**config.mk**
```make
export PLATFORM = sky130hd
export DESIGN_NAME = plateau_level_tracker
export DESIGN_NICKNAME = d
export VERILOG_FILES = /design/src/rtl/core/plt_pkg.sv /design/src/rtl/core/plt_window.sv /design/src/rtl/core/plt_level.sv /design/src/rtl/core/plateau_level_tracker.sv
export VERILOG_INCLUDE_DIRS = /design/src /design/src/rtl/core
export SDC_FILE = /design/constraint.sdc
export NUM_CORES = 1
export LEC_CHECK = 0
export ABC_AREA = 1
export BUFFER_PORTS_ARGS = -buffer_cell sky130_fd_sc_hd__buf_2
export CELL_PAD_IN_SITES_DETAIL_PLACEMENT = 2
export CELL_PAD_IN_SITES_GLOBAL_PLACEMENT = 2
export CORE_MARGIN = 2
export CORE_UTILIZATION = 39
export DETAILED_ROUTE_END_ITERATION = 6
export PLACE_DENSITY = 0.91
export SETUP_SLACK_MARGIN = 0.1
export SLEW_MARGIN = 25
export SYNTH_ARGS = -nofsm -noshare
export SYNTH_HDL_FRONTEND = slang
export SYNTH_SLANG_ARGS = --single-unit
```
**constraint.sdc**
```tcl
create_clock -name i_clk -period 12.4 [get_ports i_clk]
set_clock_uncertainty 0.05 [all_clocks]
set_input_delay 0 -clock i_clk [delete_from_list [all_inputs] [get_ports i_clk]]
set_output_delay 0 -clock i_clk [all_outputs]
set_load 0.1 [all_outputs]
```
**src/rtl/core/plateau_level_tracker_macros.svh**
```systemverilog
// -----------------------------------------------------------------------------
// plateau_level_tracker_macros
// Assertion shorthands used by the plateau level tracker RTL.
// -----------------------------------------------------------------------------
`ifndef PLATEAU_LEVEL_TRACKER_MACROS_SVH
`define PLATEAU_LEVEL_TRACKER_MACROS_SVH

// Check on every clock edge outside reset.
`define PLT_ASSERT(label, prop, msg) \
    label: assert property (@(posedge i_clk) disable iff (!i_rst_n) prop) else $error(msg);

// Check on every clock edge, reset included.
`define PLT_ASSERT_ALWAYS(label, prop, msg) \
    label: assert property (@(posedge i_clk) prop) else $error(msg);

`endif

```
**src/rtl/core/plt_pkg.sv**
```systemverilog
// -----------------------------------------------------------------------------
// plt_pkg
// Shared widths, register codes and result type of the plateau level tracker.
// -----------------------------------------------------------------------------
package plt_pkg;

    localparam int SAMPLE_W   = 16;
    localparam int TOL_W      = 16;
    localparam int NUM_W      = 10;
    localparam int WINDOW_DEF = 8;

    localparam logic [NUM_W-1:0] NUM_MAX = {NUM_W{1'b1}};

    localparam logic [TOL_W-1:0] LEVEL_TOL_RST  = TOL_W'(64);
    localparam logic [TOL_W-1:0] CHANGE_TOL_RST = TOL_W'(32);

    localparam int APB_ADDR_W = 3;
    localparam int APB_DATA_W = 32;

    // Register select, taken from paddr[2]
    localparam logic REG_LEVEL_TOL  = 1'b0;
    localparam logic REG_CHANGE_TOL = 1'b1;

    typedef struct packed {
        logic signed [SAMPLE_W-1:0] level;
        logic [NUM_W-1:0]           level_number;
        logic                       new_level;
    } t_result;

endpackage

```
**src/rtl/core/plt_window.sv**
```systemverilog
// -----------------------------------------------------------------------------
// plt_window
// Shift line of recent samples with parallel change-tolerance compares.
// -----------------------------------------------------------------------------
module plt_window #(
    parameter int WINDOW = plt_pkg::WINDOW_DEF
) (
    input  logic                                i_clk,
    input  logic                                i_rst_n,
    input  logic                                i_push,
    input  logic                                i_clear,
    input  logic signed [plt_pkg::SAMPLE_W-1:0] i_sample,
    input  logic [plt_pkg::TOL_W-1:0]           i_change_tol,
    output logic                                o_steady
);

    localparam int CNT_W = $clog2(WINDOW + 1);

    logic signed [plt_pkg::SAMPLE_W-1:0] r_taps [WINDOW];
    logic [CNT_W-1:0]                    r_count;
    logic [CNT_W-1:0]                    n_count;
    logic [WINDOW-1:0]                   w_ok;

    // Per-tap distance check; taps beyond the fill count do not vote
    always_comb begin
        for (int i = 0; i < WINDOW; i++) begin
            logic signed [plt_pkg::SAMPLE_W:0] diff;
            logic [plt_pkg::SAMPLE_W:0]        mag;
            diff = {i_sample[plt_pkg::SAMPLE_W-1], i_sample}
                 - {r_taps[i][plt_pkg::SAMPLE_W-1], r_taps[i]};
            mag  = diff[plt_pkg::SAMPLE_W] ? (plt_pkg::SAMPLE_W+1)'(-diff)
                                           : (plt_pkg::SAMPLE_W+1)'(diff);
            w_ok[i] = (CNT_W'(i) >= r_count) || (mag <= {1'b0, i_change_tol});
        end
    end

    assign o_steady = (r_count != '0) && (&w_ok);

    always_comb begin
        if (i_clear) begin
            n_count = CNT_W'(1);
        end else if (r_count < CNT_W'(WINDOW)) begin
            n_count = r_count + CNT_W'(1);
        end else begin
            n_count = r_count;
        end
    end

    always_ff @(posedge i_clk) begin
        if (!i_rst_n) begin
            r_count <= '0;
        end else if (i_push) begin
            r_count <= n_count;
        end
    end

    // Advance the shift line; newest sample at tap 0
    always_ff @(posedge i_clk) begin
        if (i_push) begin
            r_taps[0] <= i_sample;
            for (int i = 1; i < WINDOW; i++) begin
                r_taps[i] <= r_taps[i-1];
            end
        end
    end

endmodule

```
**src/rtl/core/plt_level.sv**
```systemverilog
// -----------------------------------------------------------------------------
// plt_level
// Current level and plateau count, with the merge / open decision.
// -----------------------------------------------------------------------------
module plt_level (
    input  logic                                i_clk,
    input  logic                                i_rst_n,
    input  logic                                i_fire,
    input  logic signed [plt_pkg::SAMPLE_W-1:0] i_sample,
    input  logic                                i_first,
    input  logic [plt_pkg::TOL_W-1:0]           i_level_tol,
    input  logic                                i_steady,
    output plt_pkg::t_result                    o_res,
    output logic [plt_pkg::NUM_W-1:0]           o_count
);

    localparam int EXT_W = plt_pkg::SAMPLE_W + 2;

    logic signed [plt_pkg::SAMPLE_W-1:0] r_level;
    logic [plt_pkg::NUM_W-1:0]           r_count;

    logic signed [EXT_W-1:0]             w_lvl_x;
    logic signed [EXT_W-1:0]             w_smp_x;
    logic signed [EXT_W-1:0]             w_tol_x;
    logic                                w_in_band;
    logic signed [plt_pkg::SAMPLE_W:0]   w_sum;
    logic signed [plt_pkg::SAMPLE_W:0]   w_half;

    assign w_lvl_x = {{2{r_level[plt_pkg::SAMPLE_W-1]}}, r_level};
    assign w_smp_x = {{2{i_sample[plt_pkg::SAMPLE_W-1]}}, i_sample};
    assign w_tol_x = {2'b00, i_level_tol};

    assign w_in_band = (w_smp_x > (w_lvl_x - w_tol_x)) && (w_smp_x < (w_lvl_x + w_tol_x));

    // Floor of the mean: arithmetic shift of the widened sum
    assign w_sum  = {r_level[plt_pkg::SAMPLE_W-1], r_level}
                  + {i_sample[plt_pkg::SAMPLE_W-1], i_sample};
    assign w_half = w_sum >>> 1;

    always_comb begin
        o_res.level        = r_level;
        o_res.level_number = r_count;
        o_res.new_level    = 1'b0;
        if (i_first) begin
            o_res.level        = i_sample;
            o_res.level_number = '0;
            o_res.new_level    = 1'b1;
        end else if (w_in_band) begin
            o_res.level = w_half[plt_pkg::SAMPLE_W-1:0];
        end else if (i_steady) begin
            o_res.level     = i_sample;
            o_res.new_level = 1'b1;
            if (r_count != plt_pkg::NUM_MAX) begin
                o_res.level_number = r_count + plt_pkg::NUM_W'(1);
            end
        end
    end

    assign o_count = r_count;

    always_ff @(posedge i_clk) begin
        if (!i_rst_n) begin
            r_level <= '0;
            r_count <= '0;
        end else if (i_fire) begin
            r_level <= o_res.level;
            r_count <= o_res.level_number;
        end
    end

endmodule

```
**src/rtl/core/plateau_level_tracker.sv**
```systemverilog
// -----------------------------------------------------------------------------
// plateau_level_tracker: flat-level finder over a signed 16-bit sample stream.
// Pipeline: each sample passes the input register and then the result register.
// Throughput: 1 sample per cycle unless the result stream stalls; the level,
// count and window update in one pass, on the edge that loads the result reg.
// Reset: synchronous active-low; clears level, count, window fill and pipeline.
// -----------------------------------------------------------------------------
`include "plateau_level_tracker_macros.svh"

module plateau_level_tracker #(
    parameter int WINDOW = plt_pkg::WINDOW_DEF
) (
    input  logic                              i_clk,
    input  logic                              i_rst_n,

    // Sample stream
    input  logic                              s_axis_tvalid,
    output logic                              s_axis_tready,
    input  logic [15:0]                       s_axis_tdata,   // [15:0] sample
    input  logic                              s_axis_tuser,   // [0] first

    // Result stream
    output logic                              m_axis_tvalid,
    input  logic                              m_axis_tready,
    output logic [31:0]                       m_axis_tdata,   // [15:0] level,
                                                              // [25:16] level_number
    output logic                              m_axis_tuser,   // [0] new_level

    // Configuration
    input  logic                              psel,
    input  logic                              penable,
    input  logic                              pwrite,
    input  logic [plt_pkg::APB_ADDR_W-1:0]    paddr,
    input  logic [plt_pkg::APB_DATA_W-1:0]    pwdata,
    output logic [plt_pkg::APB_DATA_W-1:0]    prdata,
    output logic                              pready
);

    // -------------------------------------------------------------------------
    // Configuration registers. paddr[2] selects the register; the low bits
    // are ignored so every write lands on one of the two tolerances.
    // -------------------------------------------------------------------------
    logic [plt_pkg::TOL_W-1:0] r_level_tol;
    logic [plt_pkg::TOL_W-1:0] r_change_tol;
    logic                      w_cfg_wr;

    assign pready   = 1'b1;
    assign w_cfg_wr = psel && penable && pwrite;

    always_ff @(posedge i_clk) begin
        if (!i_rst_n) begin
            r_level_tol  <= plt_pkg::LEVEL_TOL_RST;
            r_change_tol <= plt_pkg::CHANGE_TOL_RST;
        end else if (w_cfg_wr) begin
            case (paddr[2])
                plt_pkg::REG_LEVEL_TOL:  r_level_tol  <= pwdata[plt_pkg::TOL_W-1:0];
                plt_pkg::REG_CHANGE_TOL: r_change_tol <= pwdata[plt_pkg::TOL_W-1:0];
                default: ;
            endcase
        end
    end

    always_comb begin
        case (paddr[2])
            plt_pkg::REG_LEVEL_TOL:  prdata = {{(plt_pkg::APB_DATA_W-plt_pkg::TOL_W){1'b0}},
                                               r_level_tol};
            plt_pkg::REG_CHANGE_TOL: prdata = {{(plt_pkg::APB_DATA_W-plt_pkg::TOL_W){1'b0}},
                                               r_change_tol};
            default:                 prdata = '0;
        endcase
    end

    // -------------------------------------------------------------------------
    // Pipeline control. The result register frees up when empty or taken;
    // the input register may then hand its sample on, and a new sample may
    // enter whenever the input register is empty or moving on.
    // -------------------------------------------------------------------------
    logic                                r_s1_vld;
    logic signed [plt_pkg::SAMPLE_W-1:0] r_s1_sample;
    logic                                r_s1_first;
    logic                                r_out_vld;
    plt_pkg::t_result                    r_out_res;

    logic                                w_out_free;
    logic                                w_fire;
    logic                                w_accept;
    logic                                n_s1_vld;
    logic                                w_steady;
    plt_pkg::t_result                    w_res;
    logic [plt_pkg::NUM_W-1:0]           w_count;

    assign w_out_free    = !r_out_vld || m_axis_tready;
    assign w_fire        = r_s1_vld && w_out_free;
    assign s_axis_tready = !r_s1_vld || w_out_free;
    assign w_accept      = s_axis_tvalid && s_axis_tready;
    assign n_s1_vld      = w_accept || (r_s1_vld && !w_out_free);

    // Capture the incoming sample
    always_ff @(posedge i_clk) begin
        if (!i_rst_n) begin
            r_s1_vld <= 1'b0;
        end else begin
            r_s1_vld <= n_s1_vld;
        end
    end

    always_ff @(posedge i_clk) begin
        if (w_accept) begin
            r_s1_sample <= s_axis_tdata[plt_pkg::SAMPLE_W-1:0];
            r_s1_first  <= s_axis_tuser;
        end
    end

    // -------------------------------------------------------------------------
    // Single-pass update: window steadiness and level decision both see the
    // registered sample; tracker state advances on the same edge that loads
    // the result register.
    // -------------------------------------------------------------------------
    plt_window #(
        .WINDOW (WINDOW)
    ) u_window (
        .i_clk        (i_clk),
        .i_rst_n      (i_rst_n),
        .i_push       (w_fire),
        .i_clear      (r_s1_first),
        .i_sample     (r_s1_sample),
        .i_change_tol (r_change_tol),
        .o_steady     (w_steady)
    );

    plt_level u_level (
        .i_clk       (i_clk),
        .i_rst_n     (i_rst_n),
        .i_fire      (w_fire),
        .i_sample    (r_s1_sample),
        .i_first     (r_s1_first),
        .i_level_tol (r_level_tol),
        .i_steady    (w_steady),
        .o_res       (w_res),
        .o_count     (w_count)
    );

    // Hold the result until the downstream side takes it
    always_ff @(posedge i_clk) begin
        if (!i_rst_n) begin
            r_out_vld <= 1'b0;
        end else if (w_out_free) begin
            r_out_vld <= r_s1_vld;
        end
    end

    always_ff @(posedge i_clk) begin
        if (w_fire) begin
            r_out_res <= w_res;
        end
    end

    assign m_axis_tvalid = r_out_vld;
    assign m_axis_tdata  = {6'b000000, r_out_res.level_number, r_out_res.level};
    assign m_axis_tuser  = r_out_res.new_level;

    // -------------------------------------------------------------------------
    // Assertions
    // -------------------------------------------------------------------------
    `PLT_ASSERT_ALWAYS(a_rst_flush, !i_rst_n |=> !m_axis_tvalid && !r_s1_vld,
        "pipeline not flushed by reset")
    `PLT_ASSERT(a_s1_hold, r_s1_vld && !w_out_free |=> r_s1_vld,
        "staged sample dropped while result stalled")
    `PLT_ASSERT(a_count_step, w_fire && !r_s1_first |->
        (w_res.level_number == w_count) || (w_res.level_number == w_count + 10'd1),
        "plateau count moved by more than one")
    `PLT_ASSERT(a_open_level, w_fire && w_res.new_level |-> w_res.level == r_s1_sample,
        "opened plateau does not start at the sample")

endmodule
```
---- Word-level counts from Yosys, hierarchy flattened ----
Memories as Yosys holds them, arrays and structs flattened.
Index checks and enable logic that the tools add are counted.
cells by class
  add/subtract/negate cells ............... 21
  order comparisons ....................... 19
  equality and inequality tests ........... 1
  muxes and demuxes ....................... 18
  bitwise logic cells ..................... 1
  reduce and logical (&&, ||, !) cells .... 27
operators with widths
  operator                                                              count
  17-bit by 16-bit <= comparator with 1-bit output                      8
  17-bit two-way mux                                                    8
  17-bit negator                                                        8
  16-bit by 16-bit subtractor with 17-bit output                        8
  32-bit one-hot mux with 2 select lines                                1
  27-bit two-way mux                                                    2
  16-bit by 17-bit adder with 18-bit output                             1
  16-bit by 18-bit greater-than comparator with 1-bit output            1
  16-bit by 18-bit less-than comparator with 1-bit output               1
  16-bit by 17-bit subtractor with 18-bit output                        1
  16-bit by 16-bit adder with 17-bit output                             1
  3-bit by 4-bit >= comparator with 1-bit output, first input constant  4
  16-bit two-way mux                                                    1
  1-bit logical OR                                                      11
  11-bit two-way mux                                                    1
  10-bit by 1-bit adder with 10-bit output, second input constant       1
  10-bit two-way mux                                                    1
  10-bit inequality test, second input constant                         1
  1-bit by 4-bit >= comparator with 1-bit output, first input constant  2
  2-bit by 4-bit >= comparator with 1-bit output, first input constant  2
  4-bit two-way mux                                                     2
  8-bit AND reduction                                                   1
  1-bit logical AND                                                     7
  2-bit AND reduction                                                   3
  7 further kinds                                                       10
storage, ports and cells
  register bits after elaboration ......... 108
  RAM bits ................................ 128
  bits of input ports ..................... 59
  output and inout bits ................... 68
  logic and storage cells ................. 100
  memories kept ........................... 1
memories
  name             words  bits a word  read ports  clocked after memory_dff  write ports  RTL line          source
  u_window.r_taps  8      16           8           0                         8            plt_window.sv:19  logic signed [plt_pkg::SAMPLE_W-1:0] r_taps [WINDOW];

---- Longest topological paths before layout ----
Gate-level depths: netlist of the first run.
An unclocked memory read counts as a cell.
  depth in word-level cells ............... 11
  depth in mapped cells ................... 41
  depth with buffers taken out ............ 41

---- Cells and area by module ----
From an unflattened synthesis of the first run, not the netlist that was laid out.
unflattened totals
  cell total of the unflattened synthesis .. 3,908
  area total of the unflattened synthesis .. 26,469.1 um2
by module, submodules not included
  module                 instances  cells an instance  area an instance (um2)  sequential area each (um2)
  plt_window             1          2,705              18,016.0                3,923.8
  plt_level              1          876                5,285.1                 520.5
  plateau_level_tracker  1          327                3,168.0                 2,001.9

---- Least setup slack after synthesis of the first run ----
No wires, ideal clock.
  path type ............................... register -> register
  start point ............................. register r_out_vld, in the netlist m_axis_tvalid
  end point ............................... register r_out_res (netlist bit m_axis_tdata[0]), enable pin
  setup time .............................. 0.580 ns
  arrival time ............................ 5.490 ns
  required time ........................... 11.770 ns
  setup slack ............................. 6.280 ns
  stages on the path, launching flop included .. 5
  buffers on the path ..................... 1
  period minus slack after synthesis ...... 6.120 ns
  cell sequence ........................... dfxtp_1 -> nand2_1 -> nand2_1 -> clkinv_1 -> clkbuf_1
on the way
  cells in the longest elaborated chain, start to end .. 3
ends and longest elaborated chain
  item                    RTL line                      source
  start, declared         plateau_level_tracker.sv:81   logic r_out_vld;
  start signal, assigned  plateau_level_tracker.sv:148  r_out_vld <= r_s1_vld;
  1-bit logical NOT       plateau_level_tracker.sv:92   assign w_out_free = !r_out_vld || m_axis_tready;
  1-bit logical OR        plateau_level_tracker.sv:92
  1-bit logical AND       plateau_level_tracker.sv:93   assign w_fire = r_s1_vld && w_out_free;
  via u_level.i_fire      plt_level.sv:8                input logic i_fire,
  end signal, assigned    plateau_level_tracker.sv:154  r_out_res <= w_res;
  end, declared           plateau_level_tracker.sv:82   plt_pkg::t_result r_out_res;
The timed path passes the listed nets, and every way through them passes these cells.
A chain may end at the register's enable or synchronous reset.

==> metrics, run 1 <==
routed len/inst=around 33 µm; Post-Layout Cell Count=roughly 4.9k; initial antenna violation count=10; global-route wire length before repair=233.1 mm; vias in the first global route=35.09k; DRT iter0 DRCs=about 2.5k; endpoints failing setup=0; flop2flop setup slack=about 3.8 ns; CTS tree=built; Worst EP arrival=between 8 and 9 ns; slowest stage delay, CP=slightly below 0.8 ns; Buf/Inv on CP=5; GRT Residual Overflow=0; Worst Setup Start Kind=flip-flop; DRC viols=0; Crit path top cell by count=nand2_1; Tightest Hold Check Type=in2reg; critical path class=reg2reg; Num CTS Buffers=34; Slowest cell on crit path=edfxtp_1; number of synthesized register bits=236; num rows=94; r2r worst-path depth=36; worst slew pin tran=1.266 ns; Total Die Area=between 0.06 and 0.07 mm²; final core occ=a little over two fifths; post-synthesis xor/xnor area fraction=around 6.1%; pin count of the biggest net entering global routing=126; hpwl dp=93.02 mm; Core Area=between 0.06 and 0.07 mm²; Tmin final=about 8.6 ns; CTS Buffer Depth=3; Vias/cell=6.279; Final WS setup=approximately 3.8 ns; worst-path maximum fanout=27; crit share post-route=just under 70%; Post-CTS Resized=0; fraction of layout cells with a size suffix above 1=just over 6%; Synth cell types=slightly below 60; Worst VDD drop=about 0.00011 V; Worst Setup SP=r_s1_sample[0]; Synth Area in Simple Gates=between 20% and 30%; DR pass1 iterations=6; nets@finish=between 4k and 5k; Primary FF master, synth=edfxtp_1; synthesized cell area=between 0.02 and 0.03 mm²; Final Wtd Congestion=just under 0.9; register clock-pin slew on the reported worst setup and hold paths=roughly 0.08 ns; Inst Count DP=around 4.8k; Initial Utilization=39.48%; Die Height=between 200 and 300 µm; sequential area share after synthesis=between 20% and 30%; mux share of post-synthesis cell area=0%; PwrDens=around 140 mW/mm²; Critical Path RT=around 13 ns; status=complete, no violations; Post-Layout Inst Area=about 0.029 mm²; RSZ-0062 raised after global routing=false; Syn Inst Count=around 3.9k; die width=262.4 µm; I/O pin cnt=~130; CP Depth=36; Reg-to-Reg Start=r_s1_sample[0]; H-tree levels=2; root buffer cell=clkbuf_16; hold_sp=s_axis_tuser; Post-Place Setup Slack=between 5 and 6 ns; share of flip-flops with an asynchronous set or reset=0%; Synthesis Warnings=0; clock insertion delay at the later pin of the skew report=just over 0.6 ns; Antenna Violating Nets Remaining=0; I/O Buffers=85; Pleak=approximately 15 nW; Max Transition Viols Final=0; Cells on Worst Hold Path=2; synthesized-area fraction occupied by adder cells=between 15 and 20%; Compound-Gate Fraction of Synth Area=a little over a tenth; Layout area overhead=11.08%; total number of vias=between 30k and 40k; Hold Violations, Final=0; crit end category=flip-flop; EDFF count, synth=about 170; Achievable Freq=between 100 and 150 MHz; Avg Cell Area, Syn=between 6 and 7 µm²; Setup TNS Final=0 ns; fillcell total=7851; GR Util All Layers=45.33%; delay-heaviest family, CP=simple AND/OR/NAND/NOR gates; Routed Wire Length=between 150 and 200 mm; Placed Area=about 0.027 mm²; Max-cap violations=0; largest family of logic cells by synthesized area=simple AND/OR/NAND/NOR gates; Clock Sink Count=236; Max-slew headroom=14.70%
-- registers in the layout (all words and copies together), names as in the netlist, 4 cells and up --
| name | count |
|---|---|
| m_axis_tdata | 26 |
| r_change_tol | 16 |
| r_level_tol | 16 |
| r_s1_sample | 16 |
| u_level.o_count | 10 |
| u_level.r_level | 16 |
| u_window.r_count | 4 |
| u_window.r_taps | 128 |
-- metrics by stage --
step                      hold slack [ns]  power, W
final                             0.07099  0.004083
after global routing              0.07111  0.004200
after CTS                         0.06646  0.003867
after detailed placement           0.1285  0.002696
after global placement             0.1279  0.002488
after floorplan                   0.04887  0.002158
-- layout by cell type, fill, tap and decap left out, types with 16 or more instances in the layout --
cell type         n
clkbuf_16        34
nand4_1          57
nor2_2           16
o21ai_0         156
dfxtp_1          64
inv_1           726
dlygate4sd3_1    38
buf_2            84
edfxtp_1        172
nor2_1          249
nand2_1        1104
ha_1            351
a21oi_1         254
buf_4            25
nor3_1           40
conb_1           23
nand3b_1         29
xor2_1          131
xnor2_1          41
nand3_1         210
-- final timing paths --
| path | endpoint |
|---|---|
| worst max register to register | m_axis_tdata[1] |
| worst max-delay path | m_axis_tdata[1] |
| worst min-delay path | r_s1_first |
| worst min register to register | u_window.r_taps[1][25] |
-- power by group --
part / total, W / internal (W) / switching (W) / leakage [nW]
clock network: 0.00107 / 0.000561 / 0.000513 / 0.520
logic: 0.00205 / 0.000578 / 0.00147 / 12.6
registers: 0.000957 / 0.000900 / 0.0000565 / 2.14
-- routing by layer --
metal	vias up	share of wire [%]	wire (µm)	global-route usage, %
met4	15	11	17250	43.48
li1	12611	-	-	-
met1	15093	34	54730	45.60
met3	1072	8.3	13200	12.69
met5	-	0.12	193	1.178
met2	1902	47	74220	75.46
-- cell usage after synthesis (4+ instances only) --
master | n | area (µm²)
inv_2 | 10 | 37.54
a21oi_1 | 255 | 1276
and3_1 | 4 | 25.02
nand3b_1 | 29 | 217.7
o21ai_1 | 12 | 60.06
nand4_1 | 57 | 356.6
nand2_1 | 1104 | 4144
buf_2 | 6 | 30.03
a31oi_1 | 11 | 68.82
inv_1 | 731 | 2744
nand2_4 | 4 | 45.04
edfxtp_1 | 172 | 5165
nor2_1 | 249 | 934.7
xnor2_1 | 41 | 359.1
nand3_1 | 210 | 1051
buf_4 | 25 | 187.7
clkbuf_1 | 33 | 123.9
o21bai_1 | 15 | 112.6
xor2_2 | 4 | 65.06
xor2_1 | 132 | 1156
a211oi_1 | 12 | 90.09
nor4_1 | 4 | 25.02
dfxtp_1 | 64 | 1281
nor3_1 | 40 | 200.2
o21ai_0 | 156 | 780.8
nand2_2 | 15 | 93.84
and2_1 | 6 | 37.54
fa_1 | 11 | 220.2
ha_1 | 351 | 4392
a21o_1 | 9 | 67.56
o31ai_1 | 7 | 52.55
nor2_2 | 16 | 100.1
a21oi_2 | 13 | 113.9
o211ai_1 | 4 | 30.03
clkinv_1 | 4 | 15.01
-- what timing repair did --
action | CTS | global route
hold buffers | 37 | 1
buffers inserted | 0 | 0
endpoints found under the hold margin | 51 | 15
-- final cells by class --
| type | count | area (µm²) | share of cell area, % |
|---|---|---|---|
| tap | 864 | 1081 | 3.736 |
| sequential | 236 | 6446 | 22.28 |
| clock inverter | 21 | 193.9 | 0.6703 |
| antenna | 5 | 12.51 | 0.04325 |
| multi-input combinational | 2829 | 16510 | 57.07 |
| timing repair buffer | 148 | 999.7 | 3.455 |
| inverter | 745 | 2804 | 9.691 |
| clock buffer | 40 | 883.3 | 3.053 |
-- kinds of logic (layout without fill, tap and decap cells) --
group / Yosys count / in the layout
adder cells (fa/ha/maj): 362 / 362
XOR/XNOR: 178 / 178
AND/OR/NAND/NOR: 1755 / 1755
other: 2 / 28
AO/OA/AOI/OAI: 511 / 511
buffers and inverters: 812 / 954
flip-flops: 236 / 236
No activity file was read; power rests on OpenSTA's default activity.
==> inputs of run 2 (changes only) <==
--- a/config.mk
+++ b/config.mk
@@ -6,14 +6,14 @@
 export SDC_FILE = /design/constraint.sdc
 export NUM_CORES = 1
 export LEC_CHECK = 0
-export ABC_AREA = 1
+export ABC_AREA = 0
 export BUFFER_PORTS_ARGS = -buffer_cell sky130_fd_sc_hd__buf_2
 export CELL_PAD_IN_SITES_DETAIL_PLACEMENT = 2
 export CELL_PAD_IN_SITES_GLOBAL_PLACEMENT = 2
 export CORE_MARGIN = 2
 export CORE_UTILIZATION = 39
 export DETAILED_ROUTE_END_ITERATION = 6
-export PLACE_DENSITY = 0.91
+export PLACE_DENSITY = 0.85
 export SETUP_SLACK_MARGIN = 0.1
 export SLEW_MARGIN = 25
 export SYNTH_ARGS = -nofsm -noshare
==> constraint.sdc (replaced) <==
create_clock -name i_clk -period 8.3 [get_ports i_clk]
set_clock_uncertainty 0.05 [all_clocks]
set_input_delay 0 -clock i_clk [delete_from_list [all_inputs] [get_ports i_clk]]
set_output_delay 0 -clock i_clk [all_outputs]
set_load 0.1 [all_outputs]
==> run 2 against run 1 <==
- synthesized area is 6.9% lower
- largest power group unchanged
- worst setup slack worse by 3.5 ns
- register-to-register slack worse by 3.5 ns
- global-route usage shrank 12 points
- clock power grew 33%
- fmax rose by 7.8%
- first-iteration DRC count shrank 32%
- largest cell class unchanged
- critical path depth fell by 8
- count of clock-buffer cells in the layout shrank 3
- routed wire length shrank 32%
==> metrics, run 2 <==
Tot Pwr=slightly above 0.005 W; most common cell in the netlist=ha_1; commonest cells after routing, fill and taps aside=351 x ha_1, 251 x inv_1, 231 x nand2_1; Achievable Freq=125.6 MHz; flop2flop setup slack=around 0.34 ns; share of flip-flops with an asynchronous set or reset=0%; sequential area share after synthesis=a little over a quarter; Antenna Violating Nets Remaining=0; number of synthesized register bits=~240; EDFF count, synth=between 150 and 200; CP endpoint=u_level.r_level[9]; slowest stage delay, CP=about 0.56 ns; hold_sp=s_axis_tdata[14]; crit share post-route=between 90% and 100%; Layout area overhead=12.21%; initial antenna violation count=10; fraction of layout cells with a size suffix above 1=8.223%; Synthesis Warnings=0; GR Util All Layers=between 30% and 40%; Routed Wire Length=around 110 mm; routed len/inst=28.18 µm; synthesized cell area=approximately 0.024 mm²; critical path class=reg2reg; register clock-pin slew on the reported worst setup and hold paths=approximately 0.070 ns; Syn Inst Count=~2.9k; Pleak=about 11 nW; Reg with most FFs=u_window.r_taps; Synth cell types=100; DR pass1 iterations=5; Max Transition Viols Final=0; max reg flops=128; Primary FF master, synth=edfxtp_1; Vias/cell=6.231; commonest non-fill, non-tap cell in the layout=ha_1; total number of vias=approximately 24k; H-tree levels=1; Core Area=0.06160 mm²; hpwl dp=around 76 mm; Synth area leader=edfxtp_1; Worst Setup SP=r_s1_sample[0]; pin count of the biggest net entering global routing=116; Critical Path RT=just under 9 ns; DRC viols=0; top post-synthesis cells by count=351 x ha_1, 252 x inv_1, 233 x nand2_1; Max-cap violations=0; I/O Buffers=85; Avg Cell Area, Syn=8.500 µm²; Area contributors post-synth=edfxtp_1 21%, ha_1 18%, dfxtp_1 5.3%; Worst EP arrival=8.40 ns; Setup TNS Final=0 ns; vias in the first global route=26.78k; Yosys top cell area share=between 20% and 30%; r2r worst-path depth=28; Hold Violations, Final=0; worst slew pin tran=between 1 and 1.5 ns; GRT Residual Overflow=0; worst-path maximum fanout=16; DRT iter0 DRCs=about 1.7k; Worst Setup Start Kind=flip-flop; crit end category=flip-flop; Reg-to-Reg Start=r_s1_sample[0]; Clock Sink Count=about 240; I/O pin cnt=around 130; status=complete, no violations; Worst VDD drop=between 0.0002 and 0.00025 V; Tmin final=between 7 and 8 ns; die width=253.3 µm; CTS Buffer Depth=3; reg-to-reg endpoint=u_level.r_level[9]; Tightest Hold Check Type=in2reg; PwrDens=roughly 190 mW/mm²; Die Height=253.3 µm; Initial Utilization=approximately 40%; Slowest cell on crit path=edfxtp_1; root buffer cell=clkbuf_16; nets@finish=about 3.4k; Total Die Area=~0.064 mm²; Max-slew headroom=a little under a quarter; Num CTS Buffers=31; global-route wire length before repair=164.6 mm; Inst Count DP=~3.7k; Post-Layout Cell Count=3855; endpoints failing setup=0; clock insertion delay at the later pin of the skew report=roughly 0.65 ns; CTS tree=built; RSZ-0062 raised after global routing=true; num rows=91; WHS=between 0.05 and 0.06 ns; Final Wtd Congestion=about 0.89
[run 2: changes by cell type in the layout (fill, tap and decap cells not counted), moves of 51 or more]
cell,delta
xnor2_1,+104
inv_1,-475
nand2_1,-873
nand3_1,-149
nor2_1,-51
nand2b_1,+51
[run 2: critical path, delay by kind of cell, from the launching register on]
family / cells / cell delay [ns]
xor gates and xnor gates: 1 / 0.16
and+or+nand+nor: 10 / 2.60
adders and majority gates: 3 / 0.98
DFF: 1 / 0.56
buffers and inverters: 4 / 1.05
AOI/OAI and AO/OA: 10 / 2.38
[run 2: logic make-up after synthesis]
| family | after synthesis | synth area share [%] |
|---|---|---|
| AOI/OAI and AO/OA | 803 | 22.02 |
| xor gates and xnor gates | 233 | 8.418 |
| adders and majority gates | 362 | 19.02 |
| buffers and inverters | 342 | 5.770 |
| DFF | 236 | 26.59 |
| muxes | 7 | 0.2993 |
| other | 2 | 0.03098 |
| and+or+nand+nor | 867 | 17.85 |
[run 2: worst min-delay path by stage]
stage	endpoint	slack [ns]	cells after the start
after floorplan	r_s1_first	0.05	0
after global placement	r_s1_sample[12]	0.13	1
after detailed placement	r_s1_sample[15]	0.14	1
after CTS	r_s1_sample[10]	0.01	2
after global routing	r_s1_sample[14]	0.04	2
final	r_s1_sample[14]	0.06	2
[run 2: power by group]
part | internal, W | total (W) | switching [W]
Sequential | 0.00133 | 0.00140 | 0.0000733
Clock | 0.000770 | 0.00142 | 0.000652
Combinational | 0.000820 | 0.00226 | 0.00144
[run 2: timing repair]
item                                   4_1_cts  5_1_grt
hold buffers                                48        0
endpoints found under the hold margin       64        0
resized for setup                            0        9
buffers inserted                             0        0
setup endpoints to repair                    0       48
[run 2: area by class of cell]
class                           count  area (µm²)
Fill cell                        6773       34390
Multi-Input combinational cell   2295       16530
Sequential cell                   236        6446
Timing Repair Buffer              174        1214
Tap cell                          837        1047
Inverter                          253       957.2
Clock buffer                       37       818.3
Clock inverter                     21       183.9
Antenna cell                        2       5.005
[run 2: layer usage]
metal | track usage (%) | wire (µm) | up-vias
li1 | - | - | 10680
met1 | 38.81 | 43060 | 12210
met2 | 58.90 | 52700 | 802
met3 | 5.818 | 6618 | 323
met4 | 16.72 | 6225 | 4
met5 | 0 | 27 | -
[run 2: per-stage QoR]
stage / setup WS [ns] / util (%) / area (µm²)
after floorplan: 1.627 / - / 24320
after CTS: 0.1845 / 44.08 / 27150
after detailed placement: 0.2034 / 41.67 / 25670
after global placement: 0.7592 / 41.66 / 25660
after global routing: 0.04861 / 44.16 / 27200
final: 0.3413 / 44.16 / 27200
==> inputs of run 3 (changes only) <==
--- a/config.mk
+++ b/config.mk
@@ -10,9 +10,11 @@
 export BUFFER_PORTS_ARGS = -buffer_cell sky130_fd_sc_hd__buf_2
 export CELL_PAD_IN_SITES_DETAIL_PLACEMENT = 2
 export CELL_PAD_IN_SITES_GLOBAL_PLACEMENT = 2
+export CORE_ASPECT_RATIO = 0.75
 export CORE_MARGIN = 2
 export CORE_UTILIZATION = 39
 export DETAILED_ROUTE_END_ITERATION = 6
+export MAX_ROUTING_LAYER = met4
 export PLACE_DENSITY = 0.85
 export SETUP_SLACK_MARGIN = 0.1
 export SLEW_MARGIN = 25
==> run 3 against run 2 <==
- register-to-register slack got worse by 0.31 ns
- count of clock-buffer cells in the layout fell by 5
- routed wire length rose by 5.3%
- first-iteration DRC count rose by 16%
- sequential share of layout area fell by 0.11 points
- critical endpoint is now m_axis_tdata[2]
- highest routed layer is now met4
==> metrics, run 3 (synthesized netlist as in run 2, its figures left out) <==
register clock-pin slew on the reported worst setup and hold paths=around 0.08 ns; Slowest cell on crit path=o311ai_1; delay-heaviest family, CP=compound AO/OA/AOI/OAI gates; vias in the first global route=26.27k; I/O pin cnt=~130; Worst VDD drop=~0.00032 V; Achievable Freq=121.0 MHz; Worst EP arrival=between 8 and 9 ns; die width=a little under 300 µm; commonest non-fill, non-tap cell in the layout=ha_1; routed len/inst=between 20 and 30 µm; Storage cell area=around 0.0064 mm²; flop2flop setup slack=~0.032 ns; DR pass1 iterations=6; total number of vias=24.38k; Max Transition Viols Final=0; Num CTS Buffers=28; I/O Buffers=85; Max-slew headroom=slightly below 20%; initial antenna violation count=3; Antenna Violating Nets Remaining=0; commonest cells after routing, fill and taps aside=351 x ha_1, 250 x inv_1, 233 x nand2_1; crit end category=flip-flop; Pint=0.002885 W; CTS tree=built; Initial Utilization=around two fifths; Clock Sink Count=around 240; DRT iter0 DRCs=just over 2k; Reg with most FFs=u_window.r_taps; num rows=approximately 80; Hold Violations, Final=0; fillcell total=between 6k and 7k; GRT Residual Overflow=0; max reg flops=around 130; Buf/Inv on CP=4; switching share of power=43.00%; endpoints failing setup=0; fraction of layout cells with a size suffix above 1=8.872%; Tmin final=approximately 8.3 ns; status=complete, no violations; Vias/cell=6.332; Total Die Area=0.06419 mm²; Worst Setup Start Kind=flip-flop; CTS Buffer Depth=3; hpwl dp=77.88 mm; H-tree levels=1; pin count of the biggest net entering global routing=between 90 and 100; Routed Wire Length=approximately 110 mm; PwrDens=between 150 and 200 mW/mm²; Pleak=between 10 and 15 nW; worst slew pin tran=between 1 and 1.5 ns; Final Wtd Congestion=slightly above 0.9; slowest stage delay, CP=between 1 and 1.5 ns; sw power=0.002176 W; Layout area overhead=12.72%; nets@finish=around 3.4k; DRC viols=0; global-route wire length before repair=167.2 mm; Tot Pwr=~0.005 W; Seq pwr share=between 20% and 30%; crit share post-route=between 90% and 100%; Core Area=between 0.06 and 0.07 mm²; worst-path maximum fanout=11; Tightest Hold Check Type=in2reg; multi-input logic area=approximately 0.017 mm²; final core occ=between 40 and 50%; GR Util All Layers=roughly a third; Critical Path RT=approximately 8.7 ns; root buffer cell=clkbuf_16; combinational group share of total power=approximately 46%; critical path class=reg2reg; clock insertion delay at the later pin of the skew report=0.62 ns; clock power share=a little over a quarter; Die Height=219.9 µm; Max-cap violations=0
## run 3: final timing paths
check | startpoint | depth (start not counted) | to
hold reg to reg | u_window.r_taps[0][5] | 0 | u_window.r_taps[0][21]
hold / removal | s_axis_tdata[3] | 2 | r_s1_sample[3]
setup / recovery | r_s1_sample[0] | 25 | m_axis_tdata[2]
setup reg to reg | r_s1_sample[0] | 25 | m_axis_tdata[2]
## run 3: layer usage
metal | track usage [%] | vias to the layer above | part of all wire, %
met4 | 12.34 | 0 | 4.2
met1 | 44.39 | 12374 | 42
met2 | 56.89 | 992 | 46
met5 | - | - | 0
met3 | 5.376 | 282 | 7.4
li1 | - | 10731 | -
## run 3: final cells by class
class	count	share of cell area [%]
clock inverters	20	0.7188
inverters	253	3.516
well taps	810	3.709
clock buffers	32	2.619
multi-input cells	2295	60.50
flip-flops and latches	236	23.59
repair buffers	196	5.274
diodes	8	0.07326
## run 3: worst reg2reg max path, delay by kind of cell, from the launching register on
kind | cells | cell delay, ns
adder cells (fa/ha/maj) | 3 | 0.98
XOR/XNOR | 1 | 0.15
flip-flops | 1 | 0.51
AND/OR/NAND/NOR | 8 | 1.91
buffers and inverters | 4 | 1.00
AO/OA/AOI/OAI | 9 | 3.52
## run 3: what timing repair did
action / in CTS / in global routing
pin swaps: 0 / 1
setup buffers: 0 / 17
setup endpoints to repair: 1 / 53
hold buffers: 42 / 0
hold endpoints to repair: 63 / 0
resized for setup: 1 / 9
## run 3: per-stage QoR
| stage | setup WS, ns | instances | TNS [ns] | instance area (µm²) | hold WS [ns] |
|---|---|---|---|---|---|
| after floorplan | 1.627 | 2873 | 0 | 24320 | 0.04887 |
| after CTS | 0.2455 | 3824 | 0 | 27070 | 0.04263 |
| after detailed placement | 0.3302 | 3730 | 0 | 25720 | 0.1291 |
| final | 0.03227 | 3850 | 0 | 27330 | 0.07481 |
| after global routing | -0.2147 | 3846 | -2.819 | 27320 | 0.06888 |
| after global placement | 0.6477 | 3729 | 0 | 25690 | 0.1272 |
## run 3: power by group through the flow
stage,Sequential [W],Combinational (W),Clock (W)
2_1_floorplan,0.00147,0.00147,0
3_3_place_gp,0.00143,0.00193,0
3_5_place_dp,0.00143,0.00211,0
4_1_cts,0.00141,0.00218,0.00131
5_1_grt,0.00141,0.00250,0.00137
6_report,0.00141,0.00231,0.00134
